==> src/hdl/kepler_equation_solver_top_assert.svh <==
// ----------------------------------------------------------------------------
// Kepler equation solver assertion macros
// Concurrent assertion wrappers for simulation; empty when synthesized.
// ----------------------------------------------------------------------------
`ifndef KEPLER_EQUATION_SOLVER_TOP_ASSERT_SVH
`define KEPLER_EQUATION_SOLVER_TOP_ASSERT_SVH

`ifndef SYNTHESIS

// antecedent implies consequent in the same cycle
`define KES_ASSERT_SAME(label, clk, rst, ante, cons) \
   label: assert property (@(posedge clk) disable iff (rst) (ante) |-> (cons)) \
      else $error("kepler solver check failed");

// antecedent implies consequent in the next cycle
`define KES_ASSERT_NEXT(label, clk, rst, ante, cons) \
   label: assert property (@(posedge clk) disable iff (rst) (ante) |=> (cons)) \
      else $error("kepler solver check failed");

`else

`define KES_ASSERT_SAME(label, clk, rst, ante, cons)
`define KES_ASSERT_NEXT(label, clk, rst, ante, cons)

`endif

`endif

==> src/hdl/kes_pkg.sv <==
// ----------------------------------------------------------------------------
// Kepler equation solver package
// Shared types, datapath commands and constant tables.
// ----------------------------------------------------------------------------
package kes_pkg;

   localparam int ANGLE_W     = 32;
   localparam int ECC_W       = 16;
   localparam int TOL_W       = 16;
   localparam int LIMIT_W     = 8;
   localparam int STEP_BITS   = 79;   // 32 numerator bits plus 46 fraction plus round bit
   localparam int STEP_CNT_W  = 7;
   localparam int HORNER_LAST = 6;

   localparam logic [30:0] TRIG_ONE    = 31'h4000_0000;
   localparam logic [30:0] HALF_PI_Q30 = 31'd1686629713;

   // datapath commands
   localparam logic [4:0] OP_NOP     = 5'd0;
   localparam logic [4:0] OP_LOAD    = 5'd1;
   localparam logic [4:0] OP_ABS     = 5'd2;
   localparam logic [4:0] OP_REDUCE  = 5'd3;
   localparam logic [4:0] OP_SQR     = 5'd4;
   localparam logic [4:0] OP_SQRND   = 5'd5;
   localparam logic [4:0] OP_HMUL    = 5'd6;
   localparam logic [4:0] OP_HRND    = 5'd7;
   localparam logic [4:0] OP_HREC    = 5'd8;
   localparam logic [4:0] OP_HCOR    = 5'd9;
   localparam logic [4:0] OP_HSAVE   = 5'd10;
   localparam logic [4:0] OP_SVMUL   = 5'd11;
   localparam logic [4:0] OP_SVRND   = 5'd12;
   localparam logic [4:0] OP_QUAD    = 5'd13;
   localparam logic [4:0] OP_ESMUL   = 5'd14;
   localparam logic [4:0] OP_RES     = 5'd15;
   localparam logic [4:0] OP_DMUL    = 5'd16;
   localparam logic [4:0] OP_DSET    = 5'd17;
   localparam logic [4:0] OP_DIVST   = 5'd18;
   localparam logic [4:0] OP_DIVSTEP = 5'd19;
   localparam logic [4:0] OP_UPDATE  = 5'd20;
   localparam logic [4:0] OP_OUT     = 5'd21;

   typedef struct packed {
      logic [4:0] op;
      logic       cos_sel;
      logic [2:0] term;
   } cmd_type;

   typedef struct packed {
      logic red_more;
      logic div_last;
      logic mag_ok;
      logic limit_hit;
   } status_type;

   // taylor term divisors
   function automatic logic [7:0] horner_div(input logic cos_sel, input logic [2:0] term);
      logic [7:0] v;
      unique case ({cos_sel, term})
         4'b0_000: v = 8'd210;
         4'b0_001: v = 8'd156;
         4'b0_010: v = 8'd110;
         4'b0_011: v = 8'd72;
         4'b0_100: v = 8'd42;
         4'b0_101: v = 8'd20;
         4'b0_110: v = 8'd6;
         4'b1_000: v = 8'd182;
         4'b1_001: v = 8'd132;
         4'b1_010: v = 8'd90;
         4'b1_011: v = 8'd56;
         4'b1_100: v = 8'd30;
         4'b1_101: v = 8'd12;
         4'b1_110: v = 8'd2;
         default:  v = 8'd1;
      endcase
      return v;
   endfunction

   // floor(2^32 / divisor), quotient estimate is low by at most one
   function automatic logic [31:0] horner_recip(input logic cos_sel, input logic [2:0] term);
      logic [31:0] v;
      unique case ({cos_sel, term})
         4'b0_000: v = 32'd20452225;
         4'b0_001: v = 32'd27531841;
         4'b0_010: v = 32'd39045157;
         4'b0_011: v = 32'd59652323;
         4'b0_100: v = 32'd102261126;
         4'b0_101: v = 32'd214748364;
         4'b0_110: v = 32'd715827882;
         4'b1_000: v = 32'd23598721;
         4'b1_001: v = 32'd32537631;
         4'b1_010: v = 32'd47721858;
         4'b1_011: v = 32'd76695844;
         4'b1_100: v = 32'd143165576;
         4'b1_101: v = 32'd357913941;
         4'b1_110: v = 32'd2147483648;
         default:  v = 32'hFFFF_FFFF;
      endcase
      return v;
   endfunction

   function automatic logic [ANGLE_W-1:0] sat_angle(input logic signed [35:0] v);
      logic [ANGLE_W-1:0] r;
      if (v > 36'sh0_7FFF_FFFF) begin
         r = 32'h7FFF_FFFF;
      end else if (v < -36'sh0_8000_0000) begin
         r = 32'h8000_0000;
      end else begin
         r = v[ANGLE_W-1:0];
      end
      return r;
   endfunction

endpackage

==> src/hdl/kes_ctrl.sv <==
// ----------------------------------------------------------------------------
// Kepler equation solver controller
// Sequences the Newton passes and the result handshake.
// ----------------------------------------------------------------------------
module kes_ctrl
   import kes_pkg::*;
(
   input  logic       clock,
   input  logic       reset,
   input  logic       req_valid,
   output logic       req_ready,
   output logic       rsp_valid,
   input  logic       rsp_ready,
   input  status_type status,
   output cmd_type    cmd
);

   localparam logic [4:0] S_IDLE  = 5'd0;
   localparam logic [4:0] S_ABS   = 5'd1;
   localparam logic [4:0] S_RED   = 5'd2;
   localparam logic [4:0] S_SQRND = 5'd3;
   localparam logic [4:0] S_HMUL  = 5'd4;
   localparam logic [4:0] S_HRND  = 5'd5;
   localparam logic [4:0] S_HREC  = 5'd6;
   localparam logic [4:0] S_HCOR  = 5'd7;
   localparam logic [4:0] S_HSAVE = 5'd8;
   localparam logic [4:0] S_SVMUL = 5'd9;
   localparam logic [4:0] S_SVRND = 5'd10;
   localparam logic [4:0] S_QUAD  = 5'd11;
   localparam logic [4:0] S_ESMUL = 5'd12;
   localparam logic [4:0] S_RES   = 5'd13;
   localparam logic [4:0] S_DMUL  = 5'd14;
   localparam logic [4:0] S_DSET  = 5'd15;
   localparam logic [4:0] S_DIVST = 5'd16;
   localparam logic [4:0] S_DIV   = 5'd17;
   localparam logic [4:0] S_UPD   = 5'd18;
   localparam logic [4:0] S_CHK   = 5'd19;
   localparam logic [4:0] S_DONE  = 5'd20;

   logic [4:0] state_ff, state_in;
   logic [2:0] term_ff, term_in;
   logic       cos_ff, cos_in;
   logic       rsp_valid_ff, rsp_valid_in;
   logic [4:0] op;

   always_comb begin
      state_in = state_ff;
      term_in  = term_ff;
      cos_in   = cos_ff;
      op       = OP_NOP;
      unique case (state_ff)
         S_IDLE: begin
            if (req_valid) begin
               op       = OP_LOAD;
               state_in = S_ABS;
            end
         end
         S_ABS: begin
            op       = OP_ABS;
            state_in = S_RED;
         end
         S_RED: begin
            if (status.red_more) begin
               op = OP_REDUCE;
            end else begin
               op       = OP_SQR;
               state_in = S_SQRND;
            end
         end
         S_SQRND: begin
            op       = OP_SQRND;
            term_in  = 3'd0;
            cos_in   = 1'b0;
            state_in = S_HMUL;
         end
         S_HMUL: begin
            op       = OP_HMUL;
            state_in = S_HRND;
         end
         S_HRND: begin
            op       = OP_HRND;
            state_in = S_HREC;
         end
         S_HREC: begin
            op       = OP_HREC;
            state_in = S_HCOR;
         end
         S_HCOR: begin
            op = OP_HCOR;
            if (term_ff == 3'(HORNER_LAST)) begin
               state_in = cos_ff ? S_SVMUL : S_HSAVE;
            end else begin
               term_in  = term_ff + 3'd1;
               state_in = S_HMUL;
            end
         end
         S_HSAVE: begin
            // sine series done, run the cosine series next
            op       = OP_HSAVE;
            term_in  = 3'd0;
            cos_in   = 1'b1;
            state_in = S_HMUL;
         end
         S_SVMUL: begin
            op       = OP_SVMUL;
            state_in = S_SVRND;
         end
         S_SVRND: begin
            op       = OP_SVRND;
            state_in = S_QUAD;
         end
         S_QUAD: begin
            op       = OP_QUAD;
            state_in = S_ESMUL;
         end
         S_ESMUL: begin
            op       = OP_ESMUL;
            state_in = S_RES;
         end
         S_RES: begin
            op       = OP_RES;
            state_in = S_DMUL;
         end
         S_DMUL: begin
            op       = OP_DMUL;
            state_in = S_DSET;
         end
         S_DSET: begin
            op       = OP_DSET;
            state_in = S_DIVST;
         end
         S_DIVST: begin
            op       = OP_DIVST;
            state_in = S_DIV;
         end
         S_DIV: begin
            op = OP_DIVSTEP;
            if (status.div_last) begin
               state_in = S_UPD;
            end
         end
         S_UPD: begin
            op       = OP_UPDATE;
            state_in = S_CHK;
         end
         S_CHK: begin
            state_in = (status.mag_ok || status.limit_hit) ? S_DONE : S_ABS;
         end
         S_DONE: begin
            if (!rsp_valid_ff || rsp_ready) begin
               op       = OP_OUT;
               state_in = S_IDLE;
            end
         end
         default: begin
            state_in = S_IDLE;
         end
      endcase
   end

   always_comb begin
      rsp_valid_in = rsp_valid_ff && !rsp_ready;
      if (op == OP_OUT) begin
         rsp_valid_in = 1'b1;
      end
   end

   always_ff @(posedge clock) begin
      if (reset) begin
         state_ff     <= S_IDLE;
         term_ff      <= 3'd0;
         cos_ff       <= 1'b0;
         rsp_valid_ff <= 1'b0;
      end else begin
         state_ff     <= state_in;
         term_ff      <= term_in;
         cos_ff       <= cos_in;
         rsp_valid_ff <= rsp_valid_in;
      end
   end

   assign req_ready   = (state_ff == S_IDLE);
   assign rsp_valid   = rsp_valid_ff;
   assign cmd.op      = op;
   assign cmd.cos_sel = cos_ff;
   assign cmd.term    = term_ff;

endmodule

==> config.mk <==
export PLATFORM = sky130hd
export DESIGN_NAME = kes_ctrl
export DESIGN_NICKNAME = d
export VERILOG_FILES = /design/src/hdl/kepler_equation_solver_top_assert.svh /design/src/hdl/kes_pkg.sv /design/src/hdl/kes_ctrl.sv
export SDC_FILE = /design/constraint.sdc
export NUM_CORES = 1
export LEC_CHECK = 0
export BUFFER_PORTS_ARGS = -buffer_cell sky130_fd_sc_hd__buf_4
export CAP_MARGIN = 20
export CORE_MARGIN = 8
export CORE_UTILIZATION = 35
export DETAILED_ROUTE_END_ITERATION = 6
export SLEW_MARGIN = 10
export SYNTH_ARGS = -nofsm -noshare
export SYNTH_HDL_FRONTEND = slang
export SYNTH_SLANG_ARGS = --single-unit
==> constraint.sdc <==
create_clock -name clock -period 3.2 [get_ports clock]
set_clock_uncertainty 0.15 [all_clocks]
set_input_delay 0.32 -clock clock [delete_from_list [all_inputs] [get_ports clock]]
set_output_delay 0.32 -clock clock [all_outputs]
set_load 0.02 [all_outputs]
==> out/metrics.yaml <==
finalWirelength_um: 2389
drv_slew: 0
coreArea_um2: 2432
synth_edf_count: 0
ant_nets: 0
grt_pass1_vias: 838
die_h_um: 66.20
dp_slack_ps: 1139
hold-worst-slack_ps: 111.5
routedWlPerCell_um: 14.75
drt_iter0_drc: 74
p_leak_nw: 0.3935
grt_util_met2: 0.1761
post-cts-setup-buffers: 0
post-dp-hpwl_um: 1732
root_buffer: "clkbuf_4"
synth_top_cells_by_area: "dfxtp_1, nor2_1, o21ai_0"
place.gp.congestion: 0.8433
die_w_um: 66.20
num_antenna_cells: 0
rsz0062_at_grt: "no"
route.detailed.drc: 0
synthCells: 122
hp-class: "in -> reg"
yosysTopAreaCell: "dfxtp_1"
grt_pass1_wl_um: 3946
met3_usage: 0.03220
grt_max_degree: 23
max_freq_mhz: 418.4
p_per_area_nw_per_um2: 756.5
finalHoldViolCount: 0
maxCapViolCount: 0
ys_types: 40
tns_ps: 0
instances_no_fill: 162
cts_buffers: 3
vdd_ir_drop_max_mv: 0.4017
grt_remaining_overflow: 0
avgSynthCellArea_um2: 7.230
clockBufferDepth: 2
period_share: 0.7468
clock_latency_ps: 260
synthFlopType: "dfxtp_1"
startpoint: "state_ff[1]$_SDFFE_PP0P_"
critPathArrivalTime_ps: 1920
syn_area_um2: 882.1
placed_cells: 159
tightestPinTransition_ps: 718.5
ys_warn_count: 0
start_util: 0.3627
holdBufCountCts: 0
synth_seq_cells: 10
ys_seq_area_frac: 0.2270
fin_ws_ps: 810.2
max-slew-margin-rel: 0.5203
antenna_found_initial: 0
ff2ff_setup_slack_ps: 1100
r2r_start: "state_ff[2]$_SDFFE_PP0P_"
yosysTopAreaCellShare: 0.2270
crit_path_max_fanout: 22
synth_fp_nets: 132
grt_busiest_layer: "met2"
grtUsageMet1: 0.1395
clk_pin_slew_ps: 60
io_pins: 19
drive_gt1_frac: 0.1818
io_buffers: 18
critPathKind: "reg -> out"
setup.worst_path.end_class: "output port"
startpoint_type: "register"
die-area_um2: 4382
num_vias: 935
cts.sinks: 10
hold_start: "reset"
first_pass_iters: 4
cp_data_required_time_ps: 2730
area_delta_synth_final_pct: 15.60
rows: 18
cts_resized: 0
grtUsageTotal: 0.1136
setup_viol: 0
num-nets-final: 144
cts_tree: "done"
ys_async_sr_fraction: 0
routed_via_density: 5.772
fin_crit_ps: 2390
status: "finished, final reports clean"
cts_max_level: 1
[cells in the mapped netlist (3+ instances only)]
cell type / n
nor2_1: 15
dfxtp_1: 10
o21ai_0: 10
a21oi_1: 8
nand2_1: 7
nand2b_1: 6
nor3_1: 6
inv_1: 5
buf_2: 4
a211oi_1: 3
clkbuf_1: 3
nand4_1: 3
nor2b_1: 3
nor4b_1: 3
[final cells by class]
class | instances | area (um2)
multi-input cells | 96 | 605.6
clock buffers | 3 | 22.52
inverters | 5 | 18.77
well taps | 30 | 37.54
repair buffers | 18 | 135.1
flip-flops and latches | 10 | 200.2
fillers | 265 | 1413
[through the flow]
stage | total power [mW] | util | cell area, um2
final | 0.7714 | 0.4192 | 1020
after global routing | 0.8345 | 0.4192 | 1020
after CTS | 0.7725 | 0.4192 | 1020
after detailed placement | 0.6828 | 0.4100 | 997.2
after global placement | 0.6803 | 0.4100 | 997.2
after floorplan | 0.5537 | - | 882.1
[path summary, 6_finish.rpt]
kind,to,cells past startpoint
min reg2reg,cos_ff$_SDFFE_PP0P_,2
max reg2reg,state_ff[4]$_SDFFE_PP0P_,4
min,rsp_valid$_SDFF_PP0_,2
max,cmd[4],5
[sequential cells by signal, summed over array words and instances (netlist names)]
name / cells
state_ff: 5
cos_ff: 1
term_ff: 3
rsp_valid: 1
[power by group]
group          internal, mW  total [mW]  leakage (nW)  switching, mW
Sequential            0.144       0.243        0.0812         0.0992
Combinational         0.203       0.443         0.299          0.240
Clock                0.0434      0.0851        0.0138         0.0417
Total                 0.390       0.771         0.394          0.381
[logic make-up after synthesis]
group                      count (synthesis)  synth area share
and+or+nand+nor                           57            0.3632
AOI/OAI and AO/OA                         34            0.2653
buffers and inverters                     16           0.08653
DFF                                       10            0.2269
xor gates and xnor gates                   3           0.02979
adders and majority gates                  2           0.02836
[layout by cell type, fill, tap and decap left out, drive strengths merged, types with 5 or more instances in the layout]
cell / n
dfxtp: 10
nor2: 15
nand2b: 6
inv: 5
a21oi: 8
buf: 18
nor3: 6
o21ai: 10
nand2: 7
[worst max-delay path, cell delays in order, from the launching register on]
cell	delay, ps
dfxtp_1	780
nor2_1	230
a22oi_1	200
o21ai_0	100
a22o_1	180
buf_4	150
[metal layers]
metal,vias up,part of all wire
li1,468,-
met1,436,0.44
met2,24,0.47
met3,7,0.064
met4,0,0.023
met5,-,0
No activity file was read; power rests on OpenSTA's default activity.
